### src/rtl/core/positional_list_insert_delete_defines.svh
// assertion macros for the positional list block
// used by the top level only; needs nothing else
`ifndef POSITIONAL_LIST_INSERT_DELETE_DEFINES_SVH
`define POSITIONAL_LIST_INSERT_DELETE_DEFINES_SVH

// property that holds at every clock edge outside reset
`define PLID_ASSERT_ALWAYS(label, clk, rst_n, prop) \
    label: assert property (@(posedge clk) disable iff (!rst_n) (prop)) \
        else $error("plid assertion failed");

// same-cycle implication outside reset
`define PLID_ASSERT_IMPLIES(label, clk, rst_n, ante, cons) \
    label: assert property (@(posedge clk) disable iff (!rst_n) (ante) |-> (cons)) \
        else $error("plid assertion failed");

`endif

### src/rtl/core/plid_pkg.sv
// shared types, codes and sizes of the positional list block
// no dependencies; imported by every module of the block
`default_nettype none

package plid_pkg;

    // list storage
    localparam int DEPTH      = 16;
    localparam int DATA_WIDTH = 32;

    // field widths
    localparam int KIND_W = 2;
    localparam int VAL_W  = 32;
    localparam int POS_W  = 5;
    localparam int CAP_W  = 5;
    localparam int ST_W   = 2;
    localparam int IN_TDATA_W = ((VAL_W + POS_W + 7) / 8) * 8;

    localparam logic [CAP_W-1:0] CAP_RESET = CAP_W'(16);

    // derived counter widths
    localparam int CNT_W = $clog2(DEPTH + 1);
    localparam int IDX_W = $clog2(DEPTH);
    localparam int CMP_W = ((CNT_W > POS_W) ? CNT_W : POS_W) + 1;

    // command queue
    localparam int QUEUE_DEPTH = 2;
    localparam int QPTR_W = (QUEUE_DEPTH > 1) ? $clog2(QUEUE_DEPTH) : 1;
    localparam int QCNT_W = $clog2(QUEUE_DEPTH + 1);

    // command kinds on the input
    localparam logic [KIND_W-1:0] KIND_INSERT = 2'd0;
    localparam logic [KIND_W-1:0] KIND_DELETE = 2'd1;
    localparam logic [KIND_W-1:0] KIND_DUMP   = 2'd2;

    // result status codes
    localparam logic [ST_W-1:0] ST_OK       = 2'd0;
    localparam logic [ST_W-1:0] ST_OVERFLOW = 2'd1;
    localparam logic [ST_W-1:0] ST_RANGE    = 2'd2;
    localparam logic [ST_W-1:0] ST_EMPTY    = 2'd3;

    typedef enum logic [1:0] {
        OP_INSERT,
        OP_DELETE,
        OP_DUMP
    } t_op;

    typedef struct packed {
        t_op              op;
        logic [VAL_W-1:0] value;
        logic [POS_W-1:0] pos;
    } t_cmd;

    typedef struct packed {
        logic [ST_W-1:0]  status;
        logic [VAL_W-1:0] element;
        logic             last;
    } t_result;

    typedef struct packed {
        logic [CNT_W-1:0] count;
        logic             busy;
    } t_back_stat;

endpackage

`default_nettype wire

### src/rtl/core/plid_front.sv
// front end: takes input items, decodes the kind and registers the command
// depends on plid_pkg
`default_nettype none

module plid_front
    import plid_pkg::*;
(
    input  wire logic              i_clk,
    input  wire logic              i_rst_n,
    input  wire logic              i_valid,
    output logic                   o_ready,
    input  wire logic [KIND_W-1:0] i_kind,
    input  wire logic [VAL_W-1:0]  i_value,
    input  wire logic [POS_W-1:0]  i_pos,
    output logic                   o_push,
    output t_cmd                   o_cmd,
    input  wire logic              i_q_ready
);

    logic r_valid;
    t_cmd r_cmd;
    logic accept;
    logic n_known;
    t_op  n_op;

    // free when empty or when the held command leaves this cycle
    assign o_ready = !r_valid || i_q_ready;
    assign accept  = i_valid && o_ready;

    // decode the kind; unused code is dropped here
    always_comb begin
        n_known = 1'b1;
        n_op    = OP_INSERT;
        case (i_kind)
            KIND_INSERT: n_op = OP_INSERT;
            KIND_DELETE: n_op = OP_DELETE;
            KIND_DUMP:   n_op = OP_DUMP;
            default:     n_known = 1'b0;
        endcase
    end

    // command register
    always_ff @(posedge i_clk) begin
        if (!i_rst_n) begin
            r_valid <= 1'b0;
        end else if (accept) begin
            r_valid <= n_known;
        end else if (i_q_ready) begin
            r_valid <= 1'b0;
        end
    end

    always_ff @(posedge i_clk) begin
        if (accept) begin
            r_cmd.op    <= n_op;
            r_cmd.value <= i_value;
            r_cmd.pos   <= i_pos;
        end
    end

    assign o_push = r_valid;
    assign o_cmd  = r_cmd;

endmodule

`default_nettype wire

### src/rtl/core/plid_queue.sv
// short command queue between front and back end
// depends on plid_pkg
`default_nettype none

module plid_queue
    import plid_pkg::*;
(
    input  wire logic i_clk,
    input  wire logic i_rst_n,
    input  wire logic i_push,
    input  t_cmd      i_cmd,
    output logic      o_ready,
    input  wire logic i_pop,
    output t_cmd      o_cmd,
    output logic      o_valid
);

    t_cmd              r_mem [QUEUE_DEPTH];
    logic [QPTR_W-1:0] r_wr_ptr;
    logic [QPTR_W-1:0] r_rd_ptr;
    logic [QCNT_W-1:0] r_cnt;
    logic              do_push;
    logic              do_pop;

    assign o_ready = (r_cnt != QCNT_W'(QUEUE_DEPTH));
    assign o_valid = (r_cnt != '0);
    assign do_push = i_push && o_ready;
    assign do_pop  = i_pop && o_valid;
    assign o_cmd   = r_mem[r_rd_ptr];

    // pointers and fill level
    always_ff @(posedge i_clk) begin
        if (!i_rst_n) begin
            r_wr_ptr <= '0;
            r_rd_ptr <= '0;
            r_cnt    <= '0;
        end else begin
            if (do_push) begin
                r_wr_ptr <= (r_wr_ptr == QPTR_W'(QUEUE_DEPTH - 1)) ? '0
                                                                   : r_wr_ptr + QPTR_W'(1);
            end
            if (do_pop) begin
                r_rd_ptr <= (r_rd_ptr == QPTR_W'(QUEUE_DEPTH - 1)) ? '0
                                                                   : r_rd_ptr + QPTR_W'(1);
            end
            if (do_push && !do_pop) begin
                r_cnt <= r_cnt + QCNT_W'(1);
            end else if (do_pop && !do_push) begin
                r_cnt <= r_cnt - QCNT_W'(1);
            end
        end
    end

    // storage
    always_ff @(posedge i_clk) begin
        if (do_push) begin
            r_mem[r_wr_ptr] <= i_cmd;
        end
    end

endmodule

`default_nettype wire

### src/rtl/core/plid_back.sv
// back end: holds the list, runs insert, delete and dump, drives results
// depends on plid_pkg
`default_nettype none

module plid_back
    import plid_pkg::*;
(
    input  wire logic             i_clk,
    input  wire logic             i_rst_n,
    input  wire logic             i_cfg_wr,
    input  wire logic [CAP_W-1:0] i_cfg_data,
    input  wire logic             i_q_valid,
    input  t_cmd                  i_q_cmd,
    output logic                  o_q_pop,
    output logic                  o_res_valid,
    output t_result               o_res,
    input  wire logic             i_res_ready,
    output t_back_stat            o_stat
);

    typedef enum logic {
        S_IDLE,
        S_DUMP
    } t_state;

    t_state                r_state;
    logic [CNT_W-1:0]      r_count;
    logic [CAP_W-1:0]      r_capacity;
    logic [IDX_W-1:0]      r_idx;
    logic                  r_res_valid;
    t_result               r_res;
    logic [DATA_WIDTH-1:0] r_entries [DEPTH];
    logic [DATA_WIDTH-1:0] n_entries [DEPTH];
    logic [DATA_WIDTH-1:0] w_prev    [DEPTH];
    logic [DATA_WIDTH-1:0] w_next    [DEPTH];

    logic [CMP_W-1:0] w_cnt;
    logic [CMP_W-1:0] w_pos;
    logic [CMP_W-1:0] w_cap;
    logic [CMP_W-1:0] w_limit;
    logic [63:0]      w_value64;
    logic [63:0]      w_elem64;
    logic [DATA_WIDTH-1:0] w_value;
    logic [ST_W-1:0]  n_status;
    logic out_free;
    logic ins_ovf;
    logic ins_rng;
    logic del_rng;
    logic do_ins;
    logic do_del;
    logic dump_go;
    logic dump_last;

    // widened operands for the checks
    assign w_cnt   = CMP_W'(r_count);
    assign w_pos   = CMP_W'(i_q_cmd.pos);
    assign w_cap   = CMP_W'(r_capacity);
    assign w_limit = (w_cap < CMP_W'(DEPTH)) ? w_cap : CMP_W'(DEPTH);

    assign ins_ovf = (w_cnt >= w_limit);
    assign ins_rng = (w_pos == '0) || (w_pos > w_cnt + CMP_W'(1));
    assign del_rng = (w_pos == '0) || (w_pos > w_cnt);

    // output slot is free when empty or being taken
    assign out_free = !r_res_valid || i_res_ready;
    assign o_q_pop  = (r_state == S_IDLE) && i_q_valid && out_free;

    assign do_ins  = o_q_pop && (i_q_cmd.op == OP_INSERT) && !ins_ovf && !ins_rng;
    assign do_del  = o_q_pop && (i_q_cmd.op == OP_DELETE) && !del_rng;
    assign dump_go = o_q_pop && (i_q_cmd.op == OP_DUMP) && (r_count != '0);

    // status of the single result of a popped command
    always_comb begin
        n_status = ST_OK;
        case (i_q_cmd.op)
            OP_INSERT: begin
                if (ins_ovf) begin
                    n_status = ST_OVERFLOW;
                end else if (ins_rng) begin
                    n_status = ST_RANGE;
                end
            end
            OP_DELETE: begin
                if (del_rng) begin
                    n_status = ST_RANGE;
                end
            end
            OP_DUMP: begin
                if (r_count == '0) begin
                    n_status = ST_EMPTY;
                end
            end
            default: begin
                n_status = ST_OK;
            end
        endcase
    end

    // value and element width fitting
    assign w_value64 = 64'(i_q_cmd.value);
    assign w_value   = w_value64[DATA_WIDTH-1:0];
    assign w_elem64  = 64'(r_entries[r_idx]);
    assign dump_last = (CMP_W'(r_idx) + CMP_W'(1)) == w_cnt;

    // neighbor taps of each lane
    for (genvar g = 0; g < DEPTH; g++) begin : g_lane
        if (g == 0) begin : g_first
            assign w_prev[g] = '0;
        end else begin : g_mid_prev
            assign w_prev[g] = r_entries[g-1];
        end
        if (g == DEPTH - 1) begin : g_last
            assign w_next[g] = '0;
        end else begin : g_mid_next
            assign w_next[g] = r_entries[g+1];
        end
    end

    // parallel shift for insert and delete
    always_comb begin
        for (int i = 0; i < DEPTH; i++) begin
            n_entries[i] = r_entries[i];
            if (do_ins) begin
                if (CMP_W'(i) == w_pos - CMP_W'(1)) begin
                    n_entries[i] = w_value;
                end else if (CMP_W'(i) > w_pos - CMP_W'(1) && CMP_W'(i) <= w_cnt) begin
                    n_entries[i] = w_prev[i];
                end
            end else if (do_del) begin
                if (CMP_W'(i) >= w_pos - CMP_W'(1) && CMP_W'(i) + CMP_W'(1) < w_cnt) begin
                    n_entries[i] = w_next[i];
                end
            end
        end
    end

    always_ff @(posedge i_clk) begin
        if (do_ins || do_del) begin
            for (int i = 0; i < DEPTH; i++) begin
                r_entries[i] <= n_entries[i];
            end
        end
    end

    // sequencer, count, capacity and result register
    always_ff @(posedge i_clk) begin
        if (!i_rst_n) begin
            r_state     <= S_IDLE;
            r_count     <= '0;
            r_capacity  <= CAP_RESET;
            r_idx       <= '0;
            r_res_valid <= 1'b0;
        end else begin
            if (i_cfg_wr) begin
                r_capacity <= i_cfg_data;
            end
            case (r_state)
                S_IDLE: begin
                    if (o_q_pop) begin
                        // a non-empty dump sends its items from the dump state
                        r_res_valid   <= !dump_go;
                        r_res.status  <= n_status;
                        r_res.element <= '0;
                        r_res.last    <= 1'b1;
                        if (do_ins) begin
                            r_count <= r_count + CNT_W'(1);
                        end else if (do_del) begin
                            r_count <= r_count - CNT_W'(1);
                        end
                        if (dump_go) begin
                            r_idx   <= '0;
                            r_state <= S_DUMP;
                        end
                    end else if (i_res_ready) begin
                        r_res_valid <= 1'b0;
                    end
                end
                S_DUMP: begin
                    if (out_free) begin
                        r_res_valid   <= 1'b1;
                        r_res.status  <= ST_OK;
                        r_res.element <= w_elem64[VAL_W-1:0];
                        r_res.last    <= dump_last;
                        if (dump_last) begin
                            r_state <= S_IDLE;
                        end else begin
                            r_idx <= r_idx + IDX_W'(1);
                        end
                    end
                end
                default: begin
                    r_state <= S_IDLE;
                end
            endcase
        end
    end

    assign o_res_valid  = r_res_valid;
    assign o_res        = r_res;
    assign o_stat.count = r_count;
    assign o_stat.busy  = (r_state == S_DUMP);

endmodule

`default_nettype wire

### src/rtl/core/positional_list_insert_delete.sv
// Positional list of up to 16 signed 32-bit entries. Each input item is one
// command: insert a value at a 1-based position, delete the entry at a
// position, or dump the whole list. Insert and delete give one result item
// with a status; dump gives one item per entry (tlast on the final one), or
// a single list-empty status. Kind code 3 is dropped with no result. A front
// stage decodes commands into a two-entry queue; the back end owns the list
// and shifts all entries in parallel, so insert and delete each update the
// whole list at once, and a dump makes one read
// of the entry array per result. The capacity register (reset 16) may only
// be written while the block is idle; lowering it keeps entries already held.
// depends on plid_pkg, plid_front, plid_queue, plid_back and the defines header
`default_nettype none

`include "positional_list_insert_delete_defines.svh"

module positional_list_insert_delete
    import plid_pkg::*;
(
    input  wire logic                  i_clk,
    input  wire logic                  i_rst_n,
    // configuration write: capacity
    input  wire logic                  i_cfg_valid,
    output logic                       o_cfg_ready,
    input  wire logic [CAP_W-1:0]      i_cfg_data,
    // command items
    input  wire logic                  s_axis_tvalid,
    output logic                       s_axis_tready,
    input  wire logic [IN_TDATA_W-1:0] s_axis_tdata,  // value[31:0], position[36:32], pad
    input  wire logic [KIND_W-1:0]     s_axis_tuser,  // kind[1:0]
    // result items
    output logic                       m_axis_tvalid,
    input  wire logic                  m_axis_tready,
    output logic [VAL_W-1:0]           m_axis_tdata,  // element[31:0]
    output logic [ST_W-1:0]            m_axis_tuser,  // status[1:0]
    output logic                       m_axis_tlast
);

    logic       push;
    t_cmd       front_cmd;
    logic       q_ready;
    logic       q_valid;
    t_cmd       q_cmd;
    logic       q_pop;
    t_result    res;
    t_back_stat stat;

    assign o_cfg_ready = 1'b1;

    // decode and register incoming commands
    plid_front u_front (
        .i_clk     (i_clk),
        .i_rst_n   (i_rst_n),
        .i_valid   (s_axis_tvalid),
        .o_ready   (s_axis_tready),
        .i_kind    (s_axis_tuser),
        .i_value   (s_axis_tdata[VAL_W-1:0]),
        .i_pos     (s_axis_tdata[VAL_W+POS_W-1:VAL_W]),
        .o_push    (push),
        .o_cmd     (front_cmd),
        .i_q_ready (q_ready)
    );

    // decoupling queue
    plid_queue u_queue (
        .i_clk   (i_clk),
        .i_rst_n (i_rst_n),
        .i_push  (push),
        .i_cmd   (front_cmd),
        .o_ready (q_ready),
        .i_pop   (q_pop),
        .o_cmd   (q_cmd),
        .o_valid (q_valid)
    );

    // list storage and execution
    plid_back u_back (
        .i_clk       (i_clk),
        .i_rst_n     (i_rst_n),
        .i_cfg_wr    (i_cfg_valid && o_cfg_ready),
        .i_cfg_data  (i_cfg_data),
        .i_q_valid   (q_valid),
        .i_q_cmd     (q_cmd),
        .o_q_pop     (q_pop),
        .o_res_valid (m_axis_tvalid),
        .o_res       (res),
        .i_res_ready (m_axis_tready),
        .o_stat      (stat)
    );

    assign m_axis_tdata = res.element;
    assign m_axis_tuser = res.status;
    assign m_axis_tlast = res.last;

    // checks
    `PLID_ASSERT_ALWAYS(a_count_bound, i_clk, i_rst_n, stat.count <= CNT_W'(DEPTH))
    `PLID_ASSERT_IMPLIES(a_dump_nonempty, i_clk, i_rst_n, stat.busy, stat.count != '0)
    `PLID_ASSERT_IMPLIES(a_status_single, i_clk, i_rst_n,
        m_axis_tvalid && (m_axis_tuser != ST_OK), m_axis_tlast && (m_axis_tdata == '0))

endmodule

`default_nettype wire
### config.mk
export PLATFORM = sky130hd
export DESIGN_NAME = positional_list_insert_delete
export DESIGN_NICKNAME = d
export VERILOG_FILES = /design/src/rtl/core/plid_pkg.sv /design/src/rtl/core/plid_front.sv /design/src/rtl/core/plid_queue.sv /design/src/rtl/core/plid_back.sv /design/src/rtl/core/positional_list_insert_delete.sv
export VERILOG_INCLUDE_DIRS = /design/src /design/src/rtl/core
export SDC_FILE = /design/constraint.sdc
export NUM_CORES = 2
export LEC_CHECK = 0
export BUFFER_PORTS_ARGS = -buffer_cell sky130_fd_sc_hd__buf_2
export CAP_MARGIN = 10
export CORE_MARGIN = 10
export CORE_UTILIZATION = 50
export CTS_CLUSTER_DIAMETER = 40
export DETAILED_ROUTE_END_ITERATION = 12
export PLACE_DENSITY = 0.66
export SETUP_SLACK_MARGIN = 0.4
export SYNTH_ARGS = -nofsm -noshare
export SYNTH_HDL_FRONTEND = slang
export SYNTH_SLANG_ARGS = --single-unit
### constraint.sdc
create_clock -name i_clk -period 7.2 [get_ports i_clk]
set_input_delay 1.08 -clock i_clk [delete_from_list [all_inputs] [get_ports i_clk]]
set_output_delay 1.08 -clock i_clk [all_outputs]
set_load 0.05 [all_outputs]
==> results.json <==
{
  "vias_per_cell": 6.48,
  "ys_seq_area_share_pct": 55.7,
  "postLayoutCellArea_mm2": 0.0417,
  "wl_mm": 108,
  "numClockSinks": 690,
  "hold_viol": 0,
  "synthTopCellsByArea": "edfxtp_1 (54%), mux4_2 (9.8%), nand2_1 (6.7%), o21ai_0 (5.1%), o211ai_1 (4.7%)",
  "gr-usage-all-layers_pct": 24.6,
  "coreArea_mm2": 0.0728,
  "period_share_pct": 81.1,
  "antenna_found_initial": 0,
  "grt_max_degree": 253,
  "pwr_density_cell_mw_per_mm2": 292,
  "cts_resized": 0,
  "tritoncts": "built",
  "ios": 90,
  "drt_iter0_markers": 3355,
  "worstPathArrival_ps": 6150,
  "clk_path_buf_depth": 3,
  "nNetsFinal": 3346,
  "postRouteAntennaNets": 0,
  "holdPathStages": 0,
  "fp.dieArea_mm2": 0.0847,
  "p_leak_nw": 14.0,
  "synth_area_per_cell_um2": 11.2,
  "cp-end-kind": "flop",
  "post_dp_cell_area_mm2": 0.0379,
  "required_ps": 7510,
  "min_from": "u_front.o_cmd[34]",
  "ys_ff_latch": 690,
  "crit_path_start_kind": "flop",
  "fin_crit_ps": 5840,
  "max_slew_margin_pct": 10.8,
  "grt_pass1_wl_mm": 164,
  "synth_top_area_share_pct": 54.3,
  "finalSetupViolCount": 0,
  "ys_warn_count": 0,
  "rsz0062_at_grt": "no",
  "detailroute.via_count": 27985,
  "clkLatencyLatePin_ps": 690,
  "placementRows": 99,
  "initial_core_util_pct": 50.4,
  "reg2reg_to": "u_back.r_entries[10][18]",
  "hpwl_mm": 60.1,
  "hold_path_class": "flop to flop",
  "dr.pass1.iters": 6,
  "areaGrowthSynthToFinish_pct": 13.4,
  "drive_gt1_share_pct": 17.5,
  "clkTransAtPathRegs_ps": 60,
  "netlist_area_mm2": 0.0367,
  "drcViolationCount": 0,
  "path_max_fanout": 52,
  "ctsHtreeMaxLevel": 3,
  "async_flop_share_pct": 0,
  "finClkSkew_ps": 32.1,
  "whs_endpoint": "u_queue.r_mem[1][34]",
  "syn_nets": 3364,
  "die_y_um": 291,
  "outcome": "complete, no violations",
  "grt_pass1_vias": 27501,
  "die_w_um": 291,
  "wl_per_cell_um": 25.0,
  "cts-buffers-inserted": 107,
  "clock-root-buffer": "clkbuf_16",
  "tns_ps": 0,
  "clock.fmax_ghz": 0.171,
  "worst_slew_pin_slew_ps": 1300,
  "postCtsHoldBufs": 0,
  "r2r_slack_ps": 1360,
  "crit_type": "flop to flop",
  "port_buffers": 85,
  "place.gp.congestion": 0.889,
  "ys_types": 75,
  "synth_cells": 3284,
  "drv_cap": 0,
  "ir_drop_uv": 216,
  "final_max_slew_viol_count": 0,
  "synth_edf_count": 664,
  "yosysTopAreaCell": "edfxtp_1",
  "postCtsSetupBuffers": 0,
  "r2r.worst_path.cells": 8,
  "grt_overflow": 0,
  "ys.flop_type": "edfxtp_1"
}
[state kept, by name, summed over array words and instances (netlist names), named ones only]
| name | flops |
|---|---|
| u_back.o_res | 35 |
| u_back.r_entries | 512 |
| u_front.o_cmd | 39 |
| u_queue.r_rd_ptr | 1 |
| u_queue.r_cnt | 2 |
| u_back.r_capacity | 5 |
| u_back.r_count | 5 |
| u_queue.r_mem | 78 |
| u_back.r_idx | 4 |
| u_back.r_state | 1 |
| u_front.o_push | 1 |
| u_queue.r_wr_ptr | 1 |
| u_back.o_res_valid | 1 |
[cells in the final DEF, fill, tap and decap left out, types with 23 or more instances in the layout]
master,count
edfxtp_1,664
ha_1,28
nor2_1,157
clkbuf_16,107
inv_1,23
nand2b_1,41
buf_4,59
o21ai_1,30
buf_2,85
mux4_2,160
mux2i_1,42
o211ai_1,228
nand3_1,231
a211oi_2,28
o21ai_0,377
nand2_1,650
a21oi_1,132
and2_1,34
[cell usage after synthesis, types with 6 or more instances]
cell,number
and2_1,36
nand3_1,233
nor2b_1,8
mux2i_1,42
mux4_2,160
clkbuf_1,158
ha_1,28
dfxtp_1,26
buf_4,7
nor3_1,12
o22ai_1,6
buf_1,27
a211oi_1,8
inv_1,23
nand2b_1,41
buf_2,74
o21ai_0,377
o211ai_1,228
nand2_1,659
edfxtp_1,664
nor2_1,159
xnor2_1,9
o21ai_1,30
a211oi_2,28
nor2_2,11
a21oi_1,136
[report_power, final]
part           switching (W)  total [W]  internal [W]
clock network        0.00202    0.00534       0.00331
registers           0.000137    0.00477       0.00464
logic                0.00146    0.00207      0.000602
[cells by family (layout without fill, tap and decap cells)]
group / Yosys count / in the layout / share of synthesized area (%)
xor+xnor: 16 / 16 / 0.443
simple gates: 1191 / 1191 / 14.1
buf+inv: 302 / 375 / 3.55
compound gates: 851 / 851 / 14.1
fa+ha+maj: 28 / 28 / 0.954
mux: 205 / 205 / 11.1
other cells: 1 / 3 / 0.0102
flops: 690 / 690 / 55.7
[how the worst max path moves through the flow]
| stage | to | slack, ps | cells past startpoint |
|---|---|---|---|
| 6_report | u_back.r_entries[10][18] | 1360 | 8 |
| 4_1_cts | u_back.r_entries[10][17] | 1430 | 8 |
| 2_1_floorplan | u_back.r_entries[12][0] | 1080 | 15 |
| 3_3_place_gp | u_back.r_entries[10][23] | 1640 | 8 |
| 3_5_place_dp | u_back.r_entries[10][23] | 1460 | 8 |
| 5_1_grt | u_back.r_entries[10][23] | 1060 | 8 |
[final cells by class]
class	count	area, um^2
fillers	5934	31200
well taps	959	1200
clock buffers	115	2710
repair buffers	148	956
flip-flops and latches	690	20500
clock inverters	85	1040
multi-input cells	2292	15200
diodes	2	5.00
inverters	27	101
[worst max-delay path, cell delays in order, from the launching register on]
cell and delay, ps:
dfxtp_4 860, mux2i_1 690, ha_1 690, xnor2_2 320
nor3_1 560, nand2_2 510, a31oi_1 390, a2bb2oi_4 840
buf_4 550
[stage by stage]
step                      std cells  hold slack [ps]  util, %  total power, W  worst slack (ps)
after CTS                      4316              437     57.2          0.0122              1430
after floorplan                3284              421        -         0.00626              1080
after global placement         4115              423     52.0         0.00682              1640
final                          4318              440     57.2          0.0122              1360
after global routing           4316              444     57.2          0.0126              1060
after detailed placement       4116              430     52.0         0.00687              1460
[metal layers]
metal | track usage (%) | part of all wire (%) | vias to the layer above | wire length, um
li1 | - | - | 12362 | -
met1 | 32.3 | 39 | 13589 | 42100
met2 | 39.2 | 47 | 1752 | 50500
met3 | 4.89 | 10 | 282 | 10800
met4 | 11.3 | 4.1 | 0 | 4380
met5 | 0 | 0 | - | 0
(Power assumes the default switching activity.)
